--- src/hdl/ftppasv_pkg.sv ---
`default_nettype none

package ftppasv_pkg;

  localparam int unsigned AddrTokens = 4;
  localparam int unsigned AllTokens  = 6;
  localparam int unsigned CountW     = 3;

  localparam logic [7:0] ChOpenParen = 8'h28;
  localparam logic [7:0] ChComma     = 8'h2C;
  localparam logic [7:0] ChCr        = 8'h0D;
  localparam logic [7:0] ChLf        = 8'h0A;
  localparam logic [7:0] ChSpace     = 8'h20;
  localparam logic [7:0] ChTab       = 8'h09;
  localparam logic [7:0] ChPlus      = 8'h2B;
  localparam logic [7:0] ChMinus     = 8'h2D;
  localparam logic [7:0] ChZero      = 8'h30;
  localparam logic [7:0] ChNine      = 8'h39;
  localparam logic [7:0] ChNul       = 8'h00;

  typedef enum logic [1:0] {
    PH_BETWEEN = 2'd0,
    PH_SPACE   = 2'd1,
    PH_DIGITS  = 2'd2,
    PH_TAIL    = 2'd3
  } phase_t;

  typedef struct packed {
    logic [3:0][7:0] ip;
    logic [15:0]     port;
    logic            status;
  } result_t;

endpackage

`default_nettype wire

--- src/hdl/ftp_pasv_reply_parser_top.sv ---
// Channel   Signals                                              Direction
// text      text_valid, text_ready, text_byte, is_last           in
// result    result_valid, result_ready, ip_byte0..3, data_port,  out
//           parse_status
//
// One input item is taken per cycle while text_ready is high; a reply's result
// is registered as its final byte is accepted. The per-byte work is a single
// pass of the token logic into the parser state, and results sit in an output
// register backed by one skid entry; text_ready drops only when both are full.
// Reset (rst, synchronous) clears the parser state and empties both result slots.

`default_nettype none

module ftp_pasv_reply_parser_top
  import ftppasv_pkg::*;
(
  input  wire logic        clk,
  input  wire logic        rst,
  input  wire logic        text_valid,
  output logic             text_ready,
  input  wire logic [7:0]  text_byte,
  input  wire logic        is_last,
  output logic             result_valid,
  input  wire logic        result_ready,
  output logic [7:0]       ip_byte0,
  output logic [7:0]       ip_byte1,
  output logic [7:0]       ip_byte2,
  output logic [7:0]       ip_byte3,
  output logic [15:0]      data_port,
  output logic             parse_status
);

  // Parser state
  logic              paren_seen, paren_seen_next;
  logic              prefix_started, prefix_started_next;
  logic              text_ended, text_ended_next;
  logic [CountW-1:0] token_count, token_count_next;
  phase_t            token_phase, token_phase_next;
  logic              negative_sign, negative_sign_next;
  logic [15:0]       digit_accumulator, digit_accumulator_next;
  logic [3:0][7:0]   address_bytes, address_bytes_next;
  logic [15:0]       port_value, port_value_next;

  // Result slots
  logic    skid_valid;
  result_t out_data, skid_data, res;

  logic        in_fire, push, pop;
  logic        is_ws, is_delim, is_digit, feed_fin, fin, ok;
  logic        tokens_done;
  logic [15:0] acc_times10, fin_value;
  phase_t      ph_f;
  logic        neg_f;
  logic [15:0] acc_f;
  logic [CountW-1:0] count_f;
  logic [3:0][7:0]   addr_f;
  logic [15:0]       port_f;

  assign text_ready = !skid_valid;
  assign in_fire    = text_valid && text_ready;
  assign push       = in_fire && is_last;
  assign pop        = result_valid && result_ready;

  assign is_ws    = (text_byte == ChSpace) || (text_byte >= ChTab && text_byte <= ChCr);
  assign is_digit = (text_byte >= ChZero) && (text_byte <= ChNine);
  assign tokens_done = (token_count >= CountW'(AllTokens));
  // CR and LF end the first token and the two port tokens only.
  assign is_delim = (text_byte == ChComma) ||
                    (((token_count == '0) || (token_count >= CountW'(AddrTokens))) &&
                     ((text_byte == ChCr) || (text_byte == ChLf)));
  assign acc_times10 = {digit_accumulator[12:0], 3'b000} + {digit_accumulator[14:0], 1'b0};

  always_comb begin
    paren_seen_next     = paren_seen;
    prefix_started_next = prefix_started;
    text_ended_next     = text_ended;
    ph_f                = token_phase;
    neg_f               = negative_sign;
    acc_f               = digit_accumulator;
    feed_fin            = 1'b0;

    if (text_ended) begin
      // Text already over; wait for the final byte.
    end else if (text_byte == ChNul) begin
      text_ended_next = 1'b1;
    end else if (!paren_seen) begin
      if (text_byte == ChOpenParen) begin
        if (prefix_started) begin
          paren_seen_next = 1'b1;
        end
      end else begin
        prefix_started_next = 1'b1;
      end
    end else if (tokens_done) begin
      // Trailing text after the sixth token is ignored.
    end else if (is_delim) begin
      feed_fin = (token_phase != PH_BETWEEN);
    end else begin
      unique case (token_phase)
        PH_BETWEEN, PH_SPACE: begin
          if (is_ws) begin
            ph_f = PH_SPACE;
          end else if (text_byte == ChPlus || text_byte == ChMinus) begin
            neg_f = (text_byte == ChMinus);
            ph_f  = PH_DIGITS;
          end else if (is_digit) begin
            acc_f = acc_times10 + {12'd0, text_byte[3:0]};
            ph_f  = PH_DIGITS;
          end else begin
            ph_f = PH_TAIL;
          end
        end
        PH_DIGITS: begin
          if (is_digit) begin
            acc_f = acc_times10 + {12'd0, text_byte[3:0]};
          end else begin
            ph_f = PH_TAIL;
          end
        end
        PH_TAIL: begin
        end
        default: begin
        end
      endcase
    end
  end

  // A token ends on a delimiter, or at the final byte if one is still open.
  assign fin = feed_fin ||
               (is_last && paren_seen_next && !tokens_done && (ph_f != PH_BETWEEN));
  assign fin_value = neg_f ? (16'd0 - acc_f) : acc_f;

  always_comb begin
    addr_f  = address_bytes;
    port_f  = port_value;
    count_f = token_count;
    if (fin) begin
      if (token_count < CountW'(AddrTokens)) begin
        addr_f[token_count[1:0]] = fin_value[7:0];
      end else begin
        port_f = {port_value[7:0], 8'd0} + fin_value;
      end
      count_f = token_count + CountW'(1);
    end
  end

  assign ok = (count_f >= CountW'(AllTokens));

  always_comb begin
    res.ip     = addr_f;
    res.port   = ok ? port_f : 16'd0;
    res.status = !ok;
  end

  always_comb begin
    token_count_next       = count_f;
    token_phase_next       = fin ? PH_BETWEEN : ph_f;
    negative_sign_next     = fin ? 1'b0 : neg_f;
    digit_accumulator_next = fin ? 16'd0 : acc_f;
    address_bytes_next     = addr_f;
    port_value_next        = port_f;
  end

  always_ff @(posedge clk) begin
    if (rst || push) begin
      paren_seen        <= 1'b0;
      prefix_started    <= 1'b0;
      text_ended        <= 1'b0;
      token_count       <= '0;
      token_phase       <= PH_BETWEEN;
      negative_sign     <= 1'b0;
      digit_accumulator <= '0;
      address_bytes     <= '0;
      port_value        <= '0;
    end else if (in_fire) begin
      paren_seen        <= paren_seen_next;
      prefix_started    <= prefix_started_next;
      text_ended        <= text_ended_next;
      token_count       <= token_count_next;
      token_phase       <= token_phase_next;
      negative_sign     <= negative_sign_next;
      digit_accumulator <= digit_accumulator_next;
      address_bytes     <= address_bytes_next;
      port_value        <= port_value_next;
    end
  end

  always_ff @(posedge clk) begin
    if (rst) begin
      result_valid <= 1'b0;
      skid_valid   <= 1'b0;
    end else if (pop) begin
      if (skid_valid) begin
        result_valid <= 1'b1;
        skid_valid   <= push;
      end else begin
        result_valid <= push;
      end
    end else if (!result_valid) begin
      result_valid <= push;
    end else if (push) begin
      skid_valid <= 1'b1;
    end
  end

  always_ff @(posedge clk) begin
    if (pop) begin
      if (skid_valid) begin
        out_data <= skid_data;
        if (push) begin
          skid_data <= res;
        end
      end else if (push) begin
        out_data <= res;
      end
    end else if (!result_valid) begin
      if (push) begin
        out_data <= res;
      end
    end else if (push) begin
      skid_data <= res;
    end
  end

  assign ip_byte0     = out_data.ip[0];
  assign ip_byte1     = out_data.ip[1];
  assign ip_byte2     = out_data.ip[2];
  assign ip_byte3     = out_data.ip[3];
  assign data_port    = out_data.port;
  assign parse_status = out_data.status;

`ifndef SYNTHESIS
  a_skid_behind_out: assert property (@(posedge clk) disable iff (rst)
    skid_valid |-> result_valid)
    else $error("skid entry holds a result while the output register is empty");

  a_count_bound: assert property (@(posedge clk) disable iff (rst)
    token_count <= CountW'(AllTokens))
    else $error("token count ran past six");

  a_last_clears: assert property (@(posedge clk) disable iff (rst)
    push |=> (token_count == '0) && !paren_seen && (token_phase == PH_BETWEEN))
    else $error("parser state not cleared after the final byte");

  a_last_gives_result: assert property (@(posedge clk) disable iff (rst)
    push |=> result_valid)
    else $error("final byte accepted but no result presented");
`endif

endmodule

`default_nettype wire

--- config.mk ---
export PLATFORM = sky130hd
export DESIGN_NAME = ftp_pasv_reply_parser_top
export DESIGN_NICKNAME = d
export VERILOG_FILES = /design/src/hdl/ftppasv_pkg.sv /design/src/hdl/ftp_pasv_reply_parser_top.sv
export SDC_FILE = /design/constraint.sdc
export NUM_CORES = 1
export LEC_CHECK = 0
export BUFFER_PORTS_ARGS = -buffer_cell sky130_fd_sc_hd__buf_2
export CAP_MARGIN = 25
export CORE_UTILIZATION = 61
export DETAILED_ROUTE_END_ITERATION = 8
export GPL_TIMING_DRIVEN = 0
export PLACE_DENSITY = 0.8
export SLEW_MARGIN = 15
export SYNTH_ARGS = -nofsm -noshare
export SYNTH_HDL_FRONTEND = slang
export SYNTH_SLANG_ARGS = --single-unit
--- constraint.sdc ---
create_clock -name clk -period 5.65 [get_ports clk]
set_input_delay 0 -clock clk [delete_from_list [all_inputs] [get_ports clk]]
set_output_delay 0 -clock clk [all_outputs]
set_load 0.005 [all_outputs]
=== Word level (Yosys, flattened, before mapping) ===
Cells that the tools add are included.

* Output and inout bits: 51
* Logic and storage cells: 154
* Bits in registers: 173

* Bitwise gates (word level): 4
* Add/subtract/negate cells: 5
* Order comparisons: 10
* Reductions and logical operators: 31
* Equality and inequality tests: 11
* Multiplexer cells: 67

{| class="wikitable"
|+ Operators by type and width
! kind !! count
|-
| $mux 49 || 8
|-
| $mux 16 || 13
|-
| $mux 32 || 2
|-
| $eq 8x6->1 const B || 5
|-
| $add 16x16->16 || 2
|-
| $bwmux 32 || 1
|-
| $pmux 16 s2 || 1
|-
| $mux 1 || 30
|-
| $add 16x4->16 || 1
|-
| $demux 8 s2 || 1
|-
| $eq 8x4->1 const B || 2
|-
| $mux 2 || 8
|-
| $sub 1x16->16 const A || 1
|-
| $logic_and 1x1->1 || 10
|-
| $ge 3x3->1 const B || 3
|-
| $ge 8x4->1 const B || 1
|-
| $ge 8x6->1 const B || 1
|-
| $le 8x4->1 const B || 1
|-
| $le 8x6->1 const B || 1
|-
| $logic_not 8->1 || 1
|-
| $mux 8 || 1
|-
| $reduce_bool 2->1 || 4
|-
| $logic_or 1x1->1 || 7
|-
| $reduce_and 5->1 || 1
|-
| 16 further kinds || 22
|}

=== Longest topological paths before layout ===
* Depth after elaboration: 20
* Depth in mapped cells: 24
* Gate-level depth less buffers: 22

=== Least setup slack after synthesis ===
Ideal clock, no wire load.

* Path kind: register to register
* From: register digit_accumulator[2]
* To: register out_data (netlist bit data_port[15]) (data pin)
* Stages on the path, launching flop included: 22
* Path slack: 821 ps
* Path buffers: 0
* Data required time: 5388 ps
* Arrival: 4567 ps
* Setup time: 262 ps
* Period minus slack after synthesis: 4829 ps
* Cells stage by stage: dfxtp_1 -> inv_1 -> fa_1 -> inv_1 -> fa_1 -> a211oi_1 -> o21bai_1 -> a21oi_1 -> xor2_1 -> a31o_2 -> a21oi_1 -> xnor2_1 -> ha_1 -> a21o_1 -> a21oi_1 -> o21ai_0 -> o41ai_1 -> xnor2_1 -> xnor2_1 -> o2111ai_1 -> o211ai_1 -> o21ai_1

* Longest elaborated chain between the ends: 20

{| class="wikitable"
|+ RTL lines
! what !! line !! text
|-
| from (decl) || ftp_pasv_reply_parser_top.sv:40 || <nowiki>logic [15:0] digit_accumulator, digit_accumulator_next;</nowiki>
|-
| from (signal assigned) || ftp_pasv_reply_parser_top.sv:182 || <nowiki>digit_accumulator <= digit_accumulator_next;</nowiki>
|-
| $add 16x16->16 || ftp_pasv_reply_parser_top.sv:71 || <nowiki>assign acc_times10 = {digit_accumulator[12:0], 3'b000} + {digit_accumulator[14:0], 1'b0};</nowiki>
|-
| $add 16x4->16 || ftp_pasv_reply_parser_top.sv:107, ftp_pasv_reply_parser_top.sv:115 ||
|-
| $mux 16 || ftp_pasv_reply_parser_top.sv:106, ftp_pasv_reply_parser_top.sv:114 ||
|-
| $mux 16 || ftp_pasv_reply_parser_top.sv:103 || <nowiki>end else if (text_byte == ChPlus || text_byte == ChMinus) begin</nowiki>
|-
| $mux 16 || ftp_pasv_reply_parser_top.sv:101 || <nowiki>if (is_ws) begin</nowiki>
|-
| $pmux 16 s2 || ftp_pasv_reply_parser_top.sv:99 || <nowiki>unique case (token_phase)</nowiki>
|-
| $mux 16 || ftp_pasv_reply_parser_top.sv:96 || <nowiki>end else if (is_delim) begin</nowiki>
|-
| $mux 16 || ftp_pasv_reply_parser_top.sv:94 || <nowiki>end else if (tokens_done) begin</nowiki>
|-
| [4 not listed] || -- ||
|-
| $mux 16 * || ftp_pasv_reply_parser_top.sv:131 || <nowiki>assign fin_value = neg_f ? (16'd0 - acc_f) : acc_f;</nowiki>
|-
| $add 16x16->16 * || ftp_pasv_reply_parser_top.sv:141 || <nowiki>port_f = {port_value[7:0], 8'd0} + fin_value;</nowiki>
|-
| $mux 16 * || ftp_pasv_reply_parser_top.sv:138 || <nowiki>if (token_count < CountW'(AddrTokens)) begin</nowiki>
|-
| $mux 16 * || ftp_pasv_reply_parser_top.sv:137 || <nowiki>if (fin) begin</nowiki>
|-
| $mux 16 * || ftp_pasv_reply_parser_top.sv:151 || <nowiki>res.port = ok ? port_f : 16'd0;</nowiki>
|-
| $mux 49 * || ftp_pasv_reply_parser_top.sv:213, ftp_pasv_reply_parser_top.sv:217 ||
|-
| $mux 49 (on tied branches) || ftp_pasv_reply_parser_top.sv:216, ftp_pasv_reply_parser_top.sv:208 ||
|-
| $mux 49 * || ftp_pasv_reply_parser_top.sv:207 || <nowiki>if (pop) begin</nowiki>
|-
| to (signal assigned) || ftp_pasv_reply_parser_top.sv:209 || <nowiki>out_data <= skid_data;</nowiki>
|-
| to (signal assigned) || ftp_pasv_reply_parser_top.sv:214 || <nowiki>out_data <= res;</nowiki>
|-
| to (signal assigned) || ftp_pasv_reply_parser_top.sv:218 || <nowiki>out_data <= res;</nowiki>
|-
| to (decl) || ftp_pasv_reply_parser_top.sv:46 || <nowiki>result_t out_data, skid_data, res;</nowiki>
|}

Mark *: on every way between the ends. The rest lies on a longest branch, timed or not. The select of a mux whose other input is x is not followed.
A chain may end at the register's enable or synchronous reset.

=== Final worst setup path ===
* From: register digit_accumulator[0]
* To: register out_data (netlist bit data_port[15]) (data pin)

Same word-level chain as after synthesis.

==> metrics.txt <==
sequential-to-total area share from yosys stat 47.22%; Diodes inserted 0; grt ovf 0; FF-to-FF Start digit_accumulator[0]; number of synthesized flops with an enable pin 98; Main synth FF type edfxtp_1; total wire length 24160 µm; pin count of the biggest net entering global routing 28; Post-Synth XOR/XNOR Area 3.164%; Sink Count 173; Worst Hold Class primary input to flop; first-pass GRT wire length 38500 µm; Detailed Routing Iterations Pass 1 6; Wirelength per Cell 19.22 µm; leak pwr 4.365 nW; port bufs 63; Yosys top cell by area edfxtp_1; post-synthesis simple-gate area fraction 15.59%; HP Start text_byte[5]; Synth Area in Compound Gates 18.22%; TritonCTS clock tree built; IO Count 64; synth cell count leaders 107 x nor2_1, 105 x nand2_1, 98 x edfxtp_1; placed cell count 1219; CP Capture Type flop; pwr dens 261.7 nW/µm²; synthesized area 9413 µm²; worst r2r path cells 22; Starting Density 62.15%; # setup viols final 0; hpwl dp 16930 µm; Setup TNS 0 ns; critical path peak fanout 5; synthesized netlist cell count 965; Pins Over Slew Limit 0; Vias 7962; Synth top area share 31.26%; maximum vdd drop 0.2491 mV; Row Count 45; mux cell area share after synthesis 6.407%; Area growth, synth to finish 14.08%; Max Fclk 188.1 MHz; die height 126.2 µm; Clk pin slew, worst setup/hold paths 0.07 ns; minimum clock period 5.317 ns; Hold EP prefix_started; CTS Buf Count 17; library cells used by synthesis 70; Synth async-reset ratio 0%; fraction of layout cells with a size suffix above 1 15.43%; number of global-route vias before repair 7239; RSZ-0062 raised after global routing yes; GPL Wtd Cong 0.9269; clk_lat worst skew 0.44 ns; relative slew slack 27.61%; Synth Warn # 0; adder-cell share of the synthesized area 5.822%; CTS root buf clkbuf_16; area of the die 15930 µm²; Die X 126.2 µm; Avg Cell Area, Syn 9.754 µm²; DRC 0; Final Non-Filler Cells 1257; post-synth net total 1020; Hold Crit Depth 4; Yosys reg bits 173; Post-DRT Antenna Nets 0; Iter 0 DRT Violations 827; Worst EP required 5.83 ns; Core Region 15150 µm²; r2r endpoint data_port[15]; initial antenna violation count 0; outcome finished clean; R2R Setup Slk 0.33 ns; Via density 6.334; Final Util 70.90%; WS Path Type flop to flop; GRT Total Usage 31.25%; largest family of logic cells by synthesized area compound AO/OA/AOI/OAI gates; Layout Nets 1111; Final period util 94.11%; crit start category flop; Max Root-Sink Buffers 2; Max-Cap Viols 0; Max H-tree Level 4; Worst Path Arrival 5.50 ns; Synth area leaders edfxtp_1 31%, dfxtp_1 16%, ha_1 5.2%; Slew @ Worst Pin 1.078 ns; Final Hold Fails 0; most common cell in the netlist nor2_1; Setup Skew 0.007890 ns
where the power goes:
part / internal (W) / switching, W / total [W] / leakage [nW]
logic: 0.0000960 / 0.000135 / 0.000231 / 2.44
registers: 0.00140 / 0.0000364 / 0.00144 / 1.65
clock network: 0.000631 / 0.000507 / 0.00114 / 0.269
total: 0.00213 / 0.000679 / 0.00281 / 4.37
cell families (layout without fill, tap and decap cells):
kind of cell | after synthesis | in the layout
AO/OA/AOI/OAI | 253 | 253
XOR/XNOR | 34 | 34
adder cells (fa/ha/maj) | 42 | 42
buffers and inverters | 80 | 184
flip-flops | 173 | 173
multiplexers | 57 | 57
AND/OR/NAND/NOR | 326 | 326
state kept, by name, indices dropped and copies added (netlist names), 8 cells and up:
register / cells
skid_data: 49
ip_byte3: 8
ip_byte0: 8
address_bytes: 32
ip_byte2: 8
digit_accumulator: 16
port_value: 16
data_port: 16
ip_byte1: 8
cell type report:
cell class                      instances  area (µm²)
Tap cell                              188       235.2
Sequential cell                       173        4446
Timing Repair Buffer                   72       445.4
Clock inverter                         12       108.9
Buffer                                 55       244.0
Fill cell                            1090        4408
Multi-Input combinational cell        712        4708
Inverter                               25       93.84
Clock buffer                           20       456.7
what timing repair did:
item	4_1_cts	5_1_grt
gates resized for setup	3	13
buffers inserted	0	2
endpoints found under the setup margin	3	4
hold endpoints to repair	4	0
hold buffers	4	0
pin swaps	0	4
worst max path at each step:
stage | startpoint | to | slack [ns] | cells after the start
final | digit_accumulator[0] | data_port[15] | 0.33 | 22
after global placement | token_count[2] | data_port[15] | -0.14 | 22
after CTS | digit_accumulator[2] | data_port[15] | 0.003 | 22
after global routing | digit_accumulator[0] | data_port[15] | -0.07 | 22
after detailed placement | token_count[2] | data_port[15] | -0.16 | 22
after floorplan | digit_accumulator[2] | data_port[15] | 0.82 | 21
through the flow:
step | hold WS, ns | power (W) | area [µm²] | setup slack, ns
finish | 0.01944 | 0.002810 | 10740 | 0.3328
global placement | 0.2387 | 0.001681 | 9963 | -0.1360
floorplan | 0.06907 | 0.001584 | 9413 | 0.8208
global route | 0.08534 | 0.002887 | 10740 | -0.06582
detailed placement | 0.2467 | 0.001691 | 10050 | -0.1589
CTS | 0.01817 | 0.002807 | 10670 | 0.003032
metal layers:
metal  GRT usage (%)  vias up  part of all wire [%]
met5               0        -                     0
met4           11.84        0                   2.1
met3           4.460       47                   7.7
met2           48.46      367                    46
met1           44.55     3801                    44
li1                -     3747                     -
worst max-delay path, cell delays in order (launching register included):
cell and delay, ns:
dfxtp_1 0.43, inv_1 0.12, fa_1 0.52, inv_1 0.07
fa_1 0.49, a211oi_4 0.32, o21ai_1 0.20, a21oi_1 0.19
xor2_1 0.26, o21ai_0 0.26, a211oi_2 0.31, nor2_1 0.08
xnor2_1 0.14, ha_1 0.36, nand2_1 0.07, o21ai_1 0.21
o41ai_2 0.10, xnor2_1 0.24, xnor2_2 0.13, nand2b_1 0.17
o211ai_1 0.18, buf_4 0.15, o21ai_1 0.06
layout by cell type, fill, tap and decap left out, types with 15 or more instances in the layout:
cell type,n
mux2i_1,31
clkbuf_16,17
dfxtp_1,74
buf_2,71
clkbuf_1,40
xnor2_1,22
a221o_1,15
o21ai_0,56
a21oi_1,59
a22oi_1,27
ha_1,39
nand2_1,104
nand3_1,18
mux2_2,26
nor3_1,39
inv_1,24
nor2_1,106
edfxtp_1,98
(Power assumes the default switching activity.)
